**src/rtl/core/sine_squared_series_evaluator_defines.svh**
```systemverilog
// Assertion macros shared by the sine-squared series evaluator RTL
`ifndef SINE_SQUARED_SERIES_EVALUATOR_DEFINES_SVH
`define SINE_SQUARED_SERIES_EVALUATOR_DEFINES_SVH

`ifndef NO_ASSERTIONS

// same-cycle implication, sampled on clk, off during reset
`define SSE_ASSERT_IMP(lbl, ante, cons) \
  lbl: assert property (@(posedge clk) disable iff (!rst_n) (ante) |-> (cons)) \
    else $error("sse: assertion failed");

// next-cycle implication, sampled on clk, off during reset
`define SSE_ASSERT_NXT(lbl, ante, cons) \
  lbl: assert property (@(posedge clk) disable iff (!rst_n) (ante) |=> (cons)) \
    else $error("sse: assertion failed");

`else

`define SSE_ASSERT_IMP(lbl, ante, cons)
`define SSE_ASSERT_NXT(lbl, ante, cons)

`endif

`endif

```
**src/rtl/core/sse_pkg.sv**
```systemverilog
// Shared constants and types for the sine-squared series evaluator
package sse_pkg;

  // default configuration
  localparam int MAX_TERMS_DEF = 12;
  localparam int FRAC_BITS_DEF = 30;

  // fixed port widths
  localparam int ANGLE_W = 32;
  localparam int SINE_W  = 31;
  localparam int TERMS_W = 4;

  // 1.0 in Q0.30
  localparam logic [SINE_W-1:0] ONE_Q30 = 31'h4000_0000;

  // status of a serial arithmetic unit
  typedef struct packed {
    logic busy;
    logic done;
  } sse_sts_t;

endpackage

```
**src/rtl/core/sse_ser_mul.sv**
```systemverilog
// Serial-parallel fixed-point multiplier, one multiplier bit per cycle, rounded half up
module sse_ser_mul import sse_pkg::*; #(
  parameter int W = FRAC_BITS_DEF + 1
) (
  input  logic         clk,
  input  logic         rst_n,
  input  logic         start,
  input  logic [W-1:0] a,
  input  logic [W-1:0] b,
  output logic [W-1:0] p,
  output sse_sts_t     sts
);

  localparam int CW = $clog2(W + 1);

  typedef enum logic [1:0] {
    M_IDLE,
    M_RUN,
    M_RND
  } mst_t;

  mst_t          st_r;
  logic [W-1:0]  a_r;
  logic [W-1:0]  acc_r;
  logic [W-1:0]  mq_r;
  logic [CW-1:0] cnt_r;
  logic [W-1:0]  p_r;
  logic          done_r;

  logic [W:0]    add_v;
  logic [W-1:0]  rnd_v;

  // partial product add for the current multiplier bit
  assign add_v = {1'b0, acc_r} + (mq_r[0] ? {1'b0, a_r} : {(W+1){1'b0}});

  // product >> F plus the bit just below the binary point
  assign rnd_v = W'({acc_r, mq_r[W-1]} + (W+1)'(mq_r[W-2]));

  // sequencer and datapath
  always_ff @(posedge clk) begin
    if (!rst_n) begin
      st_r   <= M_IDLE;
      done_r <= 1'b0;
    end else begin
      done_r <= 1'b0;
      unique case (st_r)
        M_IDLE: begin
          if (start) begin
            a_r   <= a;
            mq_r  <= b;
            acc_r <= '0;
            cnt_r <= '0;
            st_r  <= M_RUN;
          end
        end
        M_RUN: begin
          // shift the product down one place, multiplier bits fall out the bottom
          acc_r <= add_v[W:1];
          mq_r  <= {add_v[0], mq_r[W-1:1]};
          cnt_r <= cnt_r + CW'(1);
          if (cnt_r == CW'(W - 1)) begin
            st_r <= M_RND;
          end
        end
        M_RND: begin
          p_r    <= rnd_v;
          done_r <= 1'b1;
          st_r   <= M_IDLE;
        end
        default: begin
          st_r <= M_IDLE;
        end
      endcase
    end
  end

  assign p        = p_r;
  assign sts.busy = (st_r != M_IDLE);
  assign sts.done = done_r;

endmodule

```
**src/rtl/core/sse_ser_div.sv**
```systemverilog
// Restoring divider, one quotient bit per cycle, narrow divisor
module sse_ser_div import sse_pkg::*; #(
  parameter int NB = FRAC_BITS_DEF + 3,
  parameter int DW = 8
) (
  input  logic          clk,
  input  logic          rst_n,
  input  logic          start,
  input  logic [NB-1:0] dividend,
  input  logic [DW-1:0] divisor,
  output logic [NB-1:0] quot,
  output sse_sts_t      sts
);

  localparam int CW = $clog2(NB + 1);

  typedef enum logic {
    D_IDLE,
    D_RUN
  } dst_t;

  dst_t          st_r;
  logic [NB-1:0] q_r;
  logic [DW-1:0] rem_r;
  logic [DW-1:0] d_r;
  logic [CW-1:0] cnt_r;
  logic          done_r;

  logic [DW:0]   t_v;
  logic          ge_v;
  logic [DW:0]   diff_v;

  // trial subtract of the divisor from the shifted remainder
  assign t_v    = {rem_r, q_r[NB-1]};
  assign ge_v   = (t_v >= {1'b0, d_r});
  assign diff_v = t_v - {1'b0, d_r};

  // sequencer and datapath
  always_ff @(posedge clk) begin
    if (!rst_n) begin
      st_r   <= D_IDLE;
      done_r <= 1'b0;
    end else begin
      done_r <= 1'b0;
      unique case (st_r)
        D_IDLE: begin
          if (start) begin
            q_r   <= dividend;
            d_r   <= divisor;
            rem_r <= '0;
            cnt_r <= '0;
            st_r  <= D_RUN;
          end
        end
        D_RUN: begin
          rem_r <= ge_v ? diff_v[DW-1:0] : t_v[DW-1:0];
          q_r   <= {q_r[NB-2:0], ge_v};
          cnt_r <= cnt_r + CW'(1);
          if (cnt_r == CW'(NB - 1)) begin
            done_r <= 1'b1;
            st_r   <= D_IDLE;
          end
        end
        default: begin
          st_r <= D_IDLE;
        end
      endcase
    end
  end

  assign quot     = q_r;
  assign sts.busy = (st_r != D_IDLE);
  assign sts.done = done_r;

endmodule

```
**src/rtl/core/sine_squared_series_evaluator.sv**
```systemverilog
// Sine-squared Maclaurin series evaluator: top level, sequencer and accumulator
//
// Takes a signed Q1.30 angle (saturated to -1..1) and returns sin^2 of it as unsigned
// Q0.30 together with the number of series terms summed. The series runs on
// FRAC_BITS fraction bits: one bit-serial multiplier forms x^2, each further power of
// x and each term, while a bit-serial divider produces the next coefficient alongside
// the power multiply. Summation stops at the first term that rounds to zero or after
// MAX_TERMS terms. One item is worked at a time, and the sequencer is ready for the next
// angle in the cycle after a result is registered. A finished result sits in an output
// register, and the next angle may be taken while it waits; a result that is still
// waiting holds the following one in the sequencer until it has been transferred.
`include "sine_squared_series_evaluator_defines.svh"

module sine_squared_series_evaluator import sse_pkg::*; #(
  parameter int MAX_TERMS = MAX_TERMS_DEF,
  parameter int FRAC_BITS = FRAC_BITS_DEF
) (
  input  logic                      clk,
  input  logic                      rst_n,
  input  logic                      in_valid,
  output logic                      in_ready,
  input  logic signed [ANGLE_W-1:0] in_angle,
  output logic                      out_valid,
  input  logic                      out_ready,
  output logic [SINE_W-1:0]         out_sine_squared,
  output logic [TERMS_W-1:0]        out_terms_used
);

  localparam int W   = FRAC_BITS + 1;
  localparam int SW  = FRAC_BITS + 3;
  localparam int NB  = FRAC_BITS + 3;
  localparam int KW  = $clog2(MAX_TERMS + 2);
  localparam int DW  = $clog2(2 * MAX_TERMS * (2 * MAX_TERMS - 1) + 1);
  localparam int CVW = 34;

  typedef enum logic [2:0] {
    ST_IDLE,
    ST_CONV,
    ST_SQR,
    ST_NEXT,
    ST_WAIT,
    ST_TGO,
    ST_TERM,
    ST_FIN
  } state_t;

  state_t                state_r;
  state_t                state_nxt;
  logic [ANGLE_W-1:0]    ang_r;
  logic [W-1:0]          x2_r;
  logic [W-1:0]          pw_r;
  logic [W-1:0]          coef_r;
  logic signed [SW-1:0]  sum_r;
  logic [KW-1:0]         k_r;
  logic                  out_valid_r;
  logic [SINE_W-1:0]     out_sine_r;
  logic [TERMS_W-1:0]    out_terms_r;

  logic [ANGLE_W-1:0]    mag_v;
  logic [SINE_W-1:0]     mag31_v;
  logic [W-1:0]          ax_v;
  logic                  k_le_v;
  logic [KW:0]           k2_v;
  logic [DW-1:0]         d_v;
  logic [NB-1:0]         dvd_v;
  logic signed [SW-1:0]  term_v;
  logic [CVW-1:0]        conv_v;
  logic [SINE_W-1:0]     res_v;
  logic                  load_out;
  logic                  both_idle;

  logic                  mul_start;
  logic [W-1:0]          mul_a;
  logic [W-1:0]          mul_b;
  logic [W-1:0]          mul_p;
  sse_sts_t              mul_sts;
  logic                  div_start;
  logic [NB-1:0]         div_q;
  sse_sts_t              div_sts;

  // angle magnitude, saturated to 1.0
  assign mag_v   = ang_r[ANGLE_W-1] ? (~ang_r + ANGLE_W'(1)) : ang_r;
  assign mag31_v = (mag_v > {1'b0, ONE_Q30}) ? ONE_Q30 : mag_v[SINE_W-1:0];

  // Q0.30 magnitude to the working format
  generate
    if (FRAC_BITS >= 30) begin : g_ax_up
      assign ax_v = W'(mag31_v) << (FRAC_BITS - 30);
    end else begin : g_ax_dn
      logic [SINE_W-1:0] rnd_v;
      assign rnd_v = mag31_v + (SINE_W'(1) << (29 - FRAC_BITS));
      assign ax_v  = W'(rnd_v >> (30 - FRAC_BITS));
    end
  endgenerate

  // coefficient divisor d = 2k(2k-1) and rounded dividend 4c + d/2
  assign k_le_v = (k_r <= KW'(MAX_TERMS));
  assign k2_v   = {k_r, 1'b0};
  assign d_v    = DW'(k2_v) * (DW'(k2_v) - DW'(1));
  assign dvd_v  = NB'({coef_r, 2'b00}) + NB'(d_v >> 1);

  // current term, sign-extended to the accumulator
  assign term_v = $signed({2'b00, mul_p});

  // sum back to Q0.30
  generate
    if (FRAC_BITS > 30) begin : g_out_dn
      logic [SW:0] rsum_v;
      assign rsum_v = (SW+1)'(sum_r) + ((SW+1)'(1) << (FRAC_BITS - 31));
      assign conv_v = CVW'(rsum_v >> (FRAC_BITS - 30));
    end else begin : g_out_up
      assign conv_v = CVW'(sum_r) << (30 - FRAC_BITS);
    end
  endgenerate

  // clamp to 0..1.0
  always_comb begin
    if (sum_r[SW-1]) begin
      res_v = '0;
    end else if (conv_v > CVW'(ONE_Q30)) begin
      res_v = ONE_Q30;
    end else begin
      res_v = conv_v[SINE_W-1:0];
    end
  end

  assign both_idle = !mul_sts.busy && !div_sts.busy;
  assign load_out  = (state_r == ST_FIN) && (!out_valid_r || out_ready);

  // unit starts and multiplier operand selection
  always_comb begin
    mul_start = 1'b0;
    div_start = 1'b0;
    mul_a     = pw_r;
    mul_b     = x2_r;
    unique case (state_r)
      ST_CONV: begin
        mul_start = 1'b1;
        mul_a     = ax_v;
        mul_b     = ax_v;
      end
      ST_NEXT: begin
        mul_start = k_le_v;
        div_start = k_le_v;
      end
      ST_TGO: begin
        mul_start = 1'b1;
        mul_a     = coef_r;
        mul_b     = pw_r;
      end
      default: begin
      end
    endcase
  end

  // next state
  always_comb begin
    state_nxt = state_r;
    unique case (state_r)
      ST_IDLE: if (in_valid) state_nxt = ST_CONV;
      ST_CONV: state_nxt = ST_SQR;
      ST_SQR:  if (mul_sts.done) state_nxt = ST_NEXT;
      ST_NEXT: state_nxt = k_le_v ? ST_WAIT : ST_FIN;
      ST_WAIT: if (both_idle) state_nxt = ST_TGO;
      ST_TGO:  state_nxt = ST_TERM;
      ST_TERM: begin
        if (mul_sts.done) begin
          state_nxt = (mul_p == '0) ? ST_FIN : ST_NEXT;
        end
      end
      ST_FIN:  if (load_out) state_nxt = ST_IDLE;
    endcase
  end

  // state, accumulator and output register
  always_ff @(posedge clk) begin
    if (!rst_n) begin
      state_r     <= ST_IDLE;
      out_valid_r <= 1'b0;
    end else begin
      state_r <= state_nxt;

      if (state_r == ST_IDLE && in_valid) begin
        ang_r <= in_angle;
      end

      // first term is x^2 itself
      if (state_r == ST_SQR && mul_sts.done) begin
        x2_r   <= mul_p;
        pw_r   <= mul_p;
        sum_r  <= term_v;
        coef_r <= {1'b1, {FRAC_BITS{1'b0}}};
        k_r    <= KW'(2);
      end

      // new coefficient and power
      if (state_r == ST_WAIT && both_idle) begin
        coef_r <= W'(div_q);
        pw_r   <= mul_p;
      end

      // add or subtract a non-zero term
      if (state_r == ST_TERM && mul_sts.done && mul_p != '0) begin
        sum_r <= k_r[0] ? (sum_r + term_v) : (sum_r - term_v);
        k_r   <= k_r + KW'(1);
      end

      if (load_out) begin
        out_sine_r  <= res_v;
        out_terms_r <= TERMS_W'(k_r - KW'(1));
        out_valid_r <= 1'b1;
      end else if (out_ready) begin
        out_valid_r <= 1'b0;
      end
    end
  end

  // serial arithmetic units
  sse_ser_mul #(
    .W(W)
  ) u_mul (
    .clk   (clk),
    .rst_n (rst_n),
    .start (mul_start),
    .a     (mul_a),
    .b     (mul_b),
    .p     (mul_p),
    .sts   (mul_sts)
  );

  sse_ser_div #(
    .NB(NB),
    .DW(DW)
  ) u_div (
    .clk      (clk),
    .rst_n    (rst_n),
    .start    (div_start),
    .dividend (dvd_v),
    .divisor  (d_v),
    .quot     (div_q),
    .sts      (div_sts)
  );

  assign in_ready         = (state_r == ST_IDLE);
  assign out_valid        = out_valid_r;
  assign out_sine_squared = out_sine_r;
  assign out_terms_used   = out_terms_r;

  // term index stays within the series while it is being summed
  `SSE_ASSERT_IMP(a_k_range,
                  (state_r == ST_NEXT || state_r == ST_WAIT || state_r == ST_TERM),
                  (k_r >= KW'(2) && k_r <= KW'(MAX_TERMS + 1)))
  // multiplier results only arrive when the sequencer waits for one
  `SSE_ASSERT_IMP(a_mul_done, mul_sts.done,
                  (state_r == ST_SQR || state_r == ST_WAIT || state_r == ST_TERM))
  // divider results only arrive while waiting for the coefficient
  `SSE_ASSERT_IMP(a_div_done, div_sts.done, (state_r == ST_WAIT))
  // a new angle finds both units free
  `SSE_ASSERT_NXT(a_units_free, (in_valid && in_ready),
                  (!mul_sts.busy && !div_sts.busy))

endmodule
```
**config.mk**
```make
export PLATFORM = sky130hd
export DESIGN_NAME = sine_squared_series_evaluator
export DESIGN_NICKNAME = d
export VERILOG_FILES = /design/src/rtl/core/sse_pkg.sv /design/src/rtl/core/sse_ser_mul.sv /design/src/rtl/core/sse_ser_div.sv /design/src/rtl/core/sine_squared_series_evaluator.sv
export VERILOG_INCLUDE_DIRS = /design/src /design/src/rtl/core
export SDC_FILE = /design/constraint.sdc
export NUM_CORES = 1
export LEC_CHECK = 0
export ABC_AREA = 1
export CAP_MARGIN = 10
export CORE_MARGIN = 2
export CORE_UTILIZATION = 42
export CTS_BUF_LIST = sky130_fd_sc_hd__clkbuf_8
export DETAILED_ROUTE_END_ITERATION = 16
export DONT_BUFFER_PORTS = 1
export MAX_ROUTING_LAYER = met4
export PLACE_DENSITY = 0.58
export SKIP_CTS_REPAIR_TIMING = 1
export SLEW_MARGIN = 20
export SYNTH_ARGS = -nofsm -noshare
export SYNTH_HDL_FRONTEND = slang
export SYNTH_SLANG_ARGS = --single-unit
```
**constraint.sdc**
```tcl
create_clock -name clk -period 6.98 [get_ports clk]
set_input_delay 1.047 -clock clk [delete_from_list [all_inputs] [get_ports clk]]
set_output_delay 1.047 -clock clk [all_outputs]
set_load 0.02 [all_outputs]
```
# Word level (Yosys, flattened, before mapping)
# Index checks and enable logic that the tools add are counted.
dict set report totals {
  regBits 392
  output_inout_bits 37
  input_bits 36
  elab_cells 142
}
dict set report op_classes {
  n_reduce_logical 34
  magnitude_cmp 4
  mul 1
  n_eq_ne 19
  bitwise_logic 2
  muxes 47
  addsub 12
}
# operator n
set ops {}
lappend ops {{31-bit two-way mux} 9}
lappend ops {{31-bit one-hot mux with 2 select lines} 4}
lappend ops {{33-bit two-way mux} 4}
lappend ops {{33-bit one-hot mux with 2 select lines} 1}
lappend ops {{34-bit by 31-bit greater-than comparator with 1-bit output (second input constant)} 1}
lappend ops {{33-bit by 32-bit adder with 33-bit output} 1}
lappend ops {{33-bit by 9-bit adder with 33-bit output} 1}
lappend ops {{33-bit by 32-bit subtractor with 33-bit output} 1}
lappend ops {{31-bit by 31-bit adder with 32-bit output} 1}
lappend ops {{32-bit by 1-bit adder with 32-bit output (second input constant)} 1}
lappend ops {{32-bit by 31-bit greater-than comparator with 1-bit output (second input constant)} 1}
lappend ops {{32-bit two-way mux} 1}
lappend ops {{32-bit inverter} 1}
lappend ops {{31-bit by 1-bit adder with 31-bit output} 1}
lappend ops {{31-bit zero test} 1}
lappend ops {{31-bit nonzero test} 1}
lappend ops {{3-bit one-hot mux with 8 select lines} 1}
lappend ops {{10-bit two-way mux} 2}
lappend ops {{10-bit one-hot mux with 2 select lines} 1}
lappend ops {{3-bit two-way mux} 6}
lappend ops {{2-bit AND reduction} 8}
lappend ops {{3-bit == test (second input constant)} 4}
lappend ops {{6-bit one-hot mux with 2 select lines} 1}
lappend ops {{11-bit by 10-bit greater-or-equal comparator with 1-bit output} 1}
lappend ops {{34 further kinds} 65}

# Logic depth before layout (Yosys ltp)
dict set report depth {
  ltp_word 8
  mapped_depth 27
}

# By module
# A second synthesis with hierarchy kept.
dict set report unflattened {
  cells_unflattened 3023
  area_unflattened_um2 24891.4
}
# mod n_inst area_per_inst_um2 cells_each
set by_module_without_submodules {}
lappend by_module_without_submodules {sine_squared_series_evaluator 1 13787.0 1700}
lappend by_module_without_submodules {sse_ser_mul 1 7875.1 966}
lappend by_module_without_submodules {sse_ser_div 1 3229.3 357}

# Worst setup path after synthesis
# OpenSTA, ideal clock, no wires.
dict set report synth_path {
  path_type {input port to flip-flop}
  from {input rst_n}
  to {register coef_r[0], enable pin}
  t_arrival_ns 5.662
  path_slack_ns 0.750
  cell_stages 3
  setup_ns 0.568
  path_cell_list {inv_1 clkbuf_1 o21ai_0}
}
dict set report synth_between {
  elab_chain_cells 1
}
# element line_no
set synth_lines {}
lappend synth_lines {{from (decl)} sine_squared_series_evaluator.sv:19} ;# input logic rst_n,
lappend synth_lines {{2-bit AND reduction (no line)} -}
lappend synth_lines {{to (signal assigned)} sine_squared_series_evaluator.sv:192} ;# coef_r <= {1'b1, {FRAC_BITS{1'b0}}};
lappend synth_lines {{to (signal assigned)} sine_squared_series_evaluator.sv:198} ;# coef_r <= W'(div_q);
lappend synth_lines {{to (decl)} sine_squared_series_evaluator.sv:52} ;# logic [W-1:0] coef_r;
# No other way between the ends.
# A chain may end at the register's enable or synchronous reset.

# Worst setup path after layout
dict set report layout_path {
  from {register k_r[2]}
  to {register u_div.q_r[31] (netlist: u_div.quot[31]), data pin}
}
dict set report layout_between {
  elab_chain_cells 5
}
# element line_no
set layout_lines {}
lappend layout_lines {{from (decl)} sine_squared_series_evaluator.sv:54} ;# logic [KW-1:0] k_r;
lappend layout_lines {{from (signal assigned)} sine_squared_series_evaluator.sv:205} ;# k_r <= k_r + KW'(1);
lappend layout_lines {{5-bit by 1-bit subtractor with 6-bit output} sine_squared_series_evaluator.sv:99} ;# assign d_v = DW'(k2_v) * (DW'(k2_v) - DW'(1));
lappend layout_lines {{4-bit by 10-bit multiplier with 9-bit output (*)} sine_squared_series_evaluator.sv:99}
lappend layout_lines {{net d_v[8]} sine_squared_series_evaluator.sv:64} ;# logic [DW-1:0] d_v;
lappend layout_lines {{33-bit by 9-bit adder with 33-bit output (*)} sine_squared_series_evaluator.sv:100} ;# assign dvd_v = NB'({coef_r, 2'b00}) + NB'(d_v >> 1);
lappend layout_lines {{33-bit two-way mux (*)} sse_ser_div.sv:47} ;# if (start) begin
lappend layout_lines {{33-bit one-hot mux with 2 select lines (*)} sse_ser_div.sv:45} ;# unique case (st_r)
lappend layout_lines {{to (signal assigned)} sse_ser_div.sv:48} ;# q_r <= dividend;
lappend layout_lines {{to (signal assigned)} sse_ser_div.sv:57} ;# q_r <= {q_r[NB-2:0], ge_v};
lappend layout_lines {{to (decl)} sse_ser_div.sv:23} ;# logic [NB-1:0] q_r;
# Mark *: on every way through the listed nets, which the timed path passes. The rest lies on a longest branch. The select of a mux whose other input is x is not followed.

==> summary.md <==
| Metric | Value |
|---|---|
| Status | `complete, no violations` |
| GR Util All Layers | `23.7%` |
| Final period util | `78.8%` |
| Top_reg_cell synth | `edfxtp_1` |
| Post-synth cell types | `58` |
| Clk root buf | `clkbuf_8` |
| Total core area | `54900 um2` |
| Residual DRC | `0` |
| 1st-pass router iterations | `5` |
| GRT overflow | `0` |
| Nets | `2738` |
| Buffers added on ports | `0` |
| Routability congestion estimate | `0.919` |
| Routed wire length | `65400 um` |
| Clock-pin slew on the worst setup and hold paths | `60 ps` |
| Worst setup EP type | `flip-flop` |
| FP Rows | `86` |
| Die Area | `57300 um2` |
| Mapped Cells | `2554` |
| Number of vias per cell | `5.44` |
| Critical Path AT | `5850 ps` |
| Crit path setup slack, layout | `1480 ps` |
| First DRT Iteration DRCs | `1436` |
| Hold Crit Class | `flip-flop to flip-flop` |
| First-pass GRT wire length | `101000 um` |
| # Max-Cap Violations | `0` |
| Hpwl dp | `47700 um` |
| Area growth syn-to-layout | `9.42%` |
| Pre-CTS setup slack | `1460 ps` |
| Final Hold Vio Count | `0` |
| Clock Path Buffers | `3` |
| Final Util | `46.4%` |
| Leak | `0.0104 uW` |
| Worst rel slew slack | `28.8%` |
| Post-placement cell area | `24100 um2` |
| Final setup viols | `0` |
| Final setup TNS | `0 ps` |
| Crit path required time | `7340 ps` |
| Mapped Area | `23300 um2` |
| DIE HEIGHT | `239 um` |
| Total number of vias | `18200` |
| Worst slew pin tran | `1070 ps` |
| Initial antenna violation count | `1` |
| Post-synth EDFFs | `384` |
| Max-slew violations | `0` |
| Period minus WS final | `5500 ps` |
| Synth Net Count | `2704` |
| Final hold slack | `484 ps` |
| Setup CP Type | `flip-flop to flip-flop` |
| Setup crit start kind | `flip-flop` |
| Yosys warnings | `0` |
| Seq/Total Area, Yosys | `50.3%` |
| Proportion of layout cells with a drive suffix above 1 | `9.04%` |
| RSZ-0062 raised after global routing | `no` |
| Post-synth top area cell | `edfxtp_1` |
| P per Cell Area | `260 nW/um2` |
| Most instantiated cells after synthesis | `477 x nand2_1, 384 x edfxtp_1, 324 x inv_1` |
| Setup Skew | `28.5 ps` |
| Pin count of the biggest net entering global routing | `68` |
| Yosys reg bits | `392` |
| # clock sinks | `392` |
| Max Freq | `0.182 GHz` |
| CTS tree | `done` |
| Die W | `239 um` |
| CP max FO | `8` |
| Clk_lat worst skew | `650 ps` |
| Antenna-violating nets left | `0` |
| Peak supply drop | `0.152 mV` |
| Fill cells | `5280` |
| Dominant cells by area after synthesis | `edfxtp_1 50%, nand2_1 7.7%, ha_1 5.4%` |
| Post-DR wirelength/cell | `19.5 um` |
| Post-synth top area share | `49.6%` |
| Vias in the first global route | `17800` |
| IO Pins | `73` |
| Syn_area_per_cell | `9.10 um2` |
| Ys async rst share | `0%` |
| H-tree depth | `3` |
| Post-route cell area | `25400 um2` |
| Total CTS buffers | `75` |
| Initial core utilization | `42.4%` |
| Most common cell in the netlist | `nand2_1` |
==> cells by family after synthesis <==
family / Yosys count / share of synthesized area (%)
AO/OA/AOI/OAI: 441 / 11.4
flip-flops: 392 / 50.3
adder cells (fa/ha/maj): 114 / 6.55
buffers and inverters: 395 / 6.66
AND/OR/NAND/NOR: 1096 / 20.8
XOR/XNOR: 116 / 4.37
==> per-stage QoR <==
| step | total power [uW] | std cells |
|---|---|---|
| after CTS | 6680 | 3347 |
| after floorplan | 4080 | 2554 |
| after global placement | 4490 | 3215 |
| final | 6630 | 3348 |
| after global routing | 6980 | 3348 |
| after detailed placement | 4510 | 3215 |
==> cell type report <==
cell class	instances	area (um2)	share of cell area, %
Antenna cell	1	2.50	0.00984
Clock buffer	80	1100	4.33
Clock inverter	52	278	1.09
Inverter	333	1250	4.91
Multi-Input combinational cell	1767	10100	39.7
Sequential cell	392	11700	46.0
Tap cell	704	881	3.46
Timing Repair Buffer	19	143	0.561
==> where the power goes <==
part / switching, uW / internal (uW) / total, uW / leakage [uW]
clock network: 1020 / 1130 / 2150 / 0.000792
logic: 1020 / 442 / 1460 / 0.00599
registers: 140 / 2880 / 3020 / 0.00359
total: 2180 / 4450 / 6630 / 0.0104
==> worst paths after layout <==
path	start	endpoint	slack [ps]	cells after the start
min	u_mul.p[1]	x2_r[1]	480	0
min reg2reg	u_mul.p[1]	x2_r[1]	480	0
max reg2reg	k_r[2]	u_div.quot[31]	1480	27
max	k_r[2]	u_div.quot[31]	1480	27
==> flip-flops by register name, summed over array words and instances (netlist names) <==
| name | flops |
|---|---|
| state_r | 3 |
| u_div.cnt_r | 6 |
| sum_r | 33 |
| u_div.st_r | 1 |
| u_mul.done_r | 1 |
| u_mul.cnt_r | 5 |
| u_div.quot | 33 |
| out_sine_squared | 31 |
| u_mul.st_r | 2 |
| coef_r | 31 |
| u_div.d_r | 9 |
| u_div.rem_r | 10 |
| u_mul.acc_r | 31 |
| u_mul.a_r | 31 |
| out_valid | 1 |
| k_r | 4 |
| u_mul.mq_r | 31 |
| x2_r | 31 |
| u_mul.p | 31 |
| ang_r | 32 |
| pw_r | 31 |
| out_terms_used | 4 |
==> cell usage in the layout, fill, tap and decap left out, types with 4 or more instances in the layout <==
master      n
a21o_1     12
a221oi_1   34
a21oi_2    29
nand3_2    33
or2_2      12
o22ai_1     8
dfxtp_1     8
nor3_2      6
a21oi_1   139
o21a_1     14
a31oi_1    10
nor4_1     14
nor2_1    311
nor2_2     13
o21ai_0   136
buf_4      19
nand3b_1    7
inv_1     345
o21bai_1   13
nand3_1   130
xnor2_1    33
a21boi_0    4
nor2_4      7
clkbuf_8   80
o21ai_1    19
nand4_1    32
xor2_1     83
nor3_1     38
edfxtp_1  384
clkinv_1   15
inv_2       8
nand2_2     6
fa_1       13
clkinv_2   11
ha_1      101
nand2_1   477
==> worst max-delay path: stages (launching register included) <==
cell,delay [ps]
edfxtp_1,580
inv_1,190
ha_1,240
nand2_1,60
nand2_1,50
ha_1,280
nor2_1,60
fa_1,480
inv_1,50
fa_1,500
inv_1,40
ha_1,340
nand2_1,70
o21ai_0,200
xnor2_1,140
ha_1,370
nand2_1,90
o21ai_1,140
a21oi_1,100
nor2_2,160
nand2_1,90
nor2_1,160
nand2_1,160
nor2_1,230
nand3_1,120
xor2_1,160
nand2_1,50
o21ai_0,80
==> layer usage <==
| layer | global-route usage (%) | up-vias | share of wire (%) |
|---|---|---|---|
| li1 | - | 8802 | - |
| met1 | 31.6 | 8716 | 45 |
| met2 | 36.6 | 563 | 46 |
| met3 | 4.73 | 121 | 6.5 |
| met4 | 6.89 | 0 | 2.7 |
| met5 | - | - | 0 |
(Power assumes the default switching activity.)
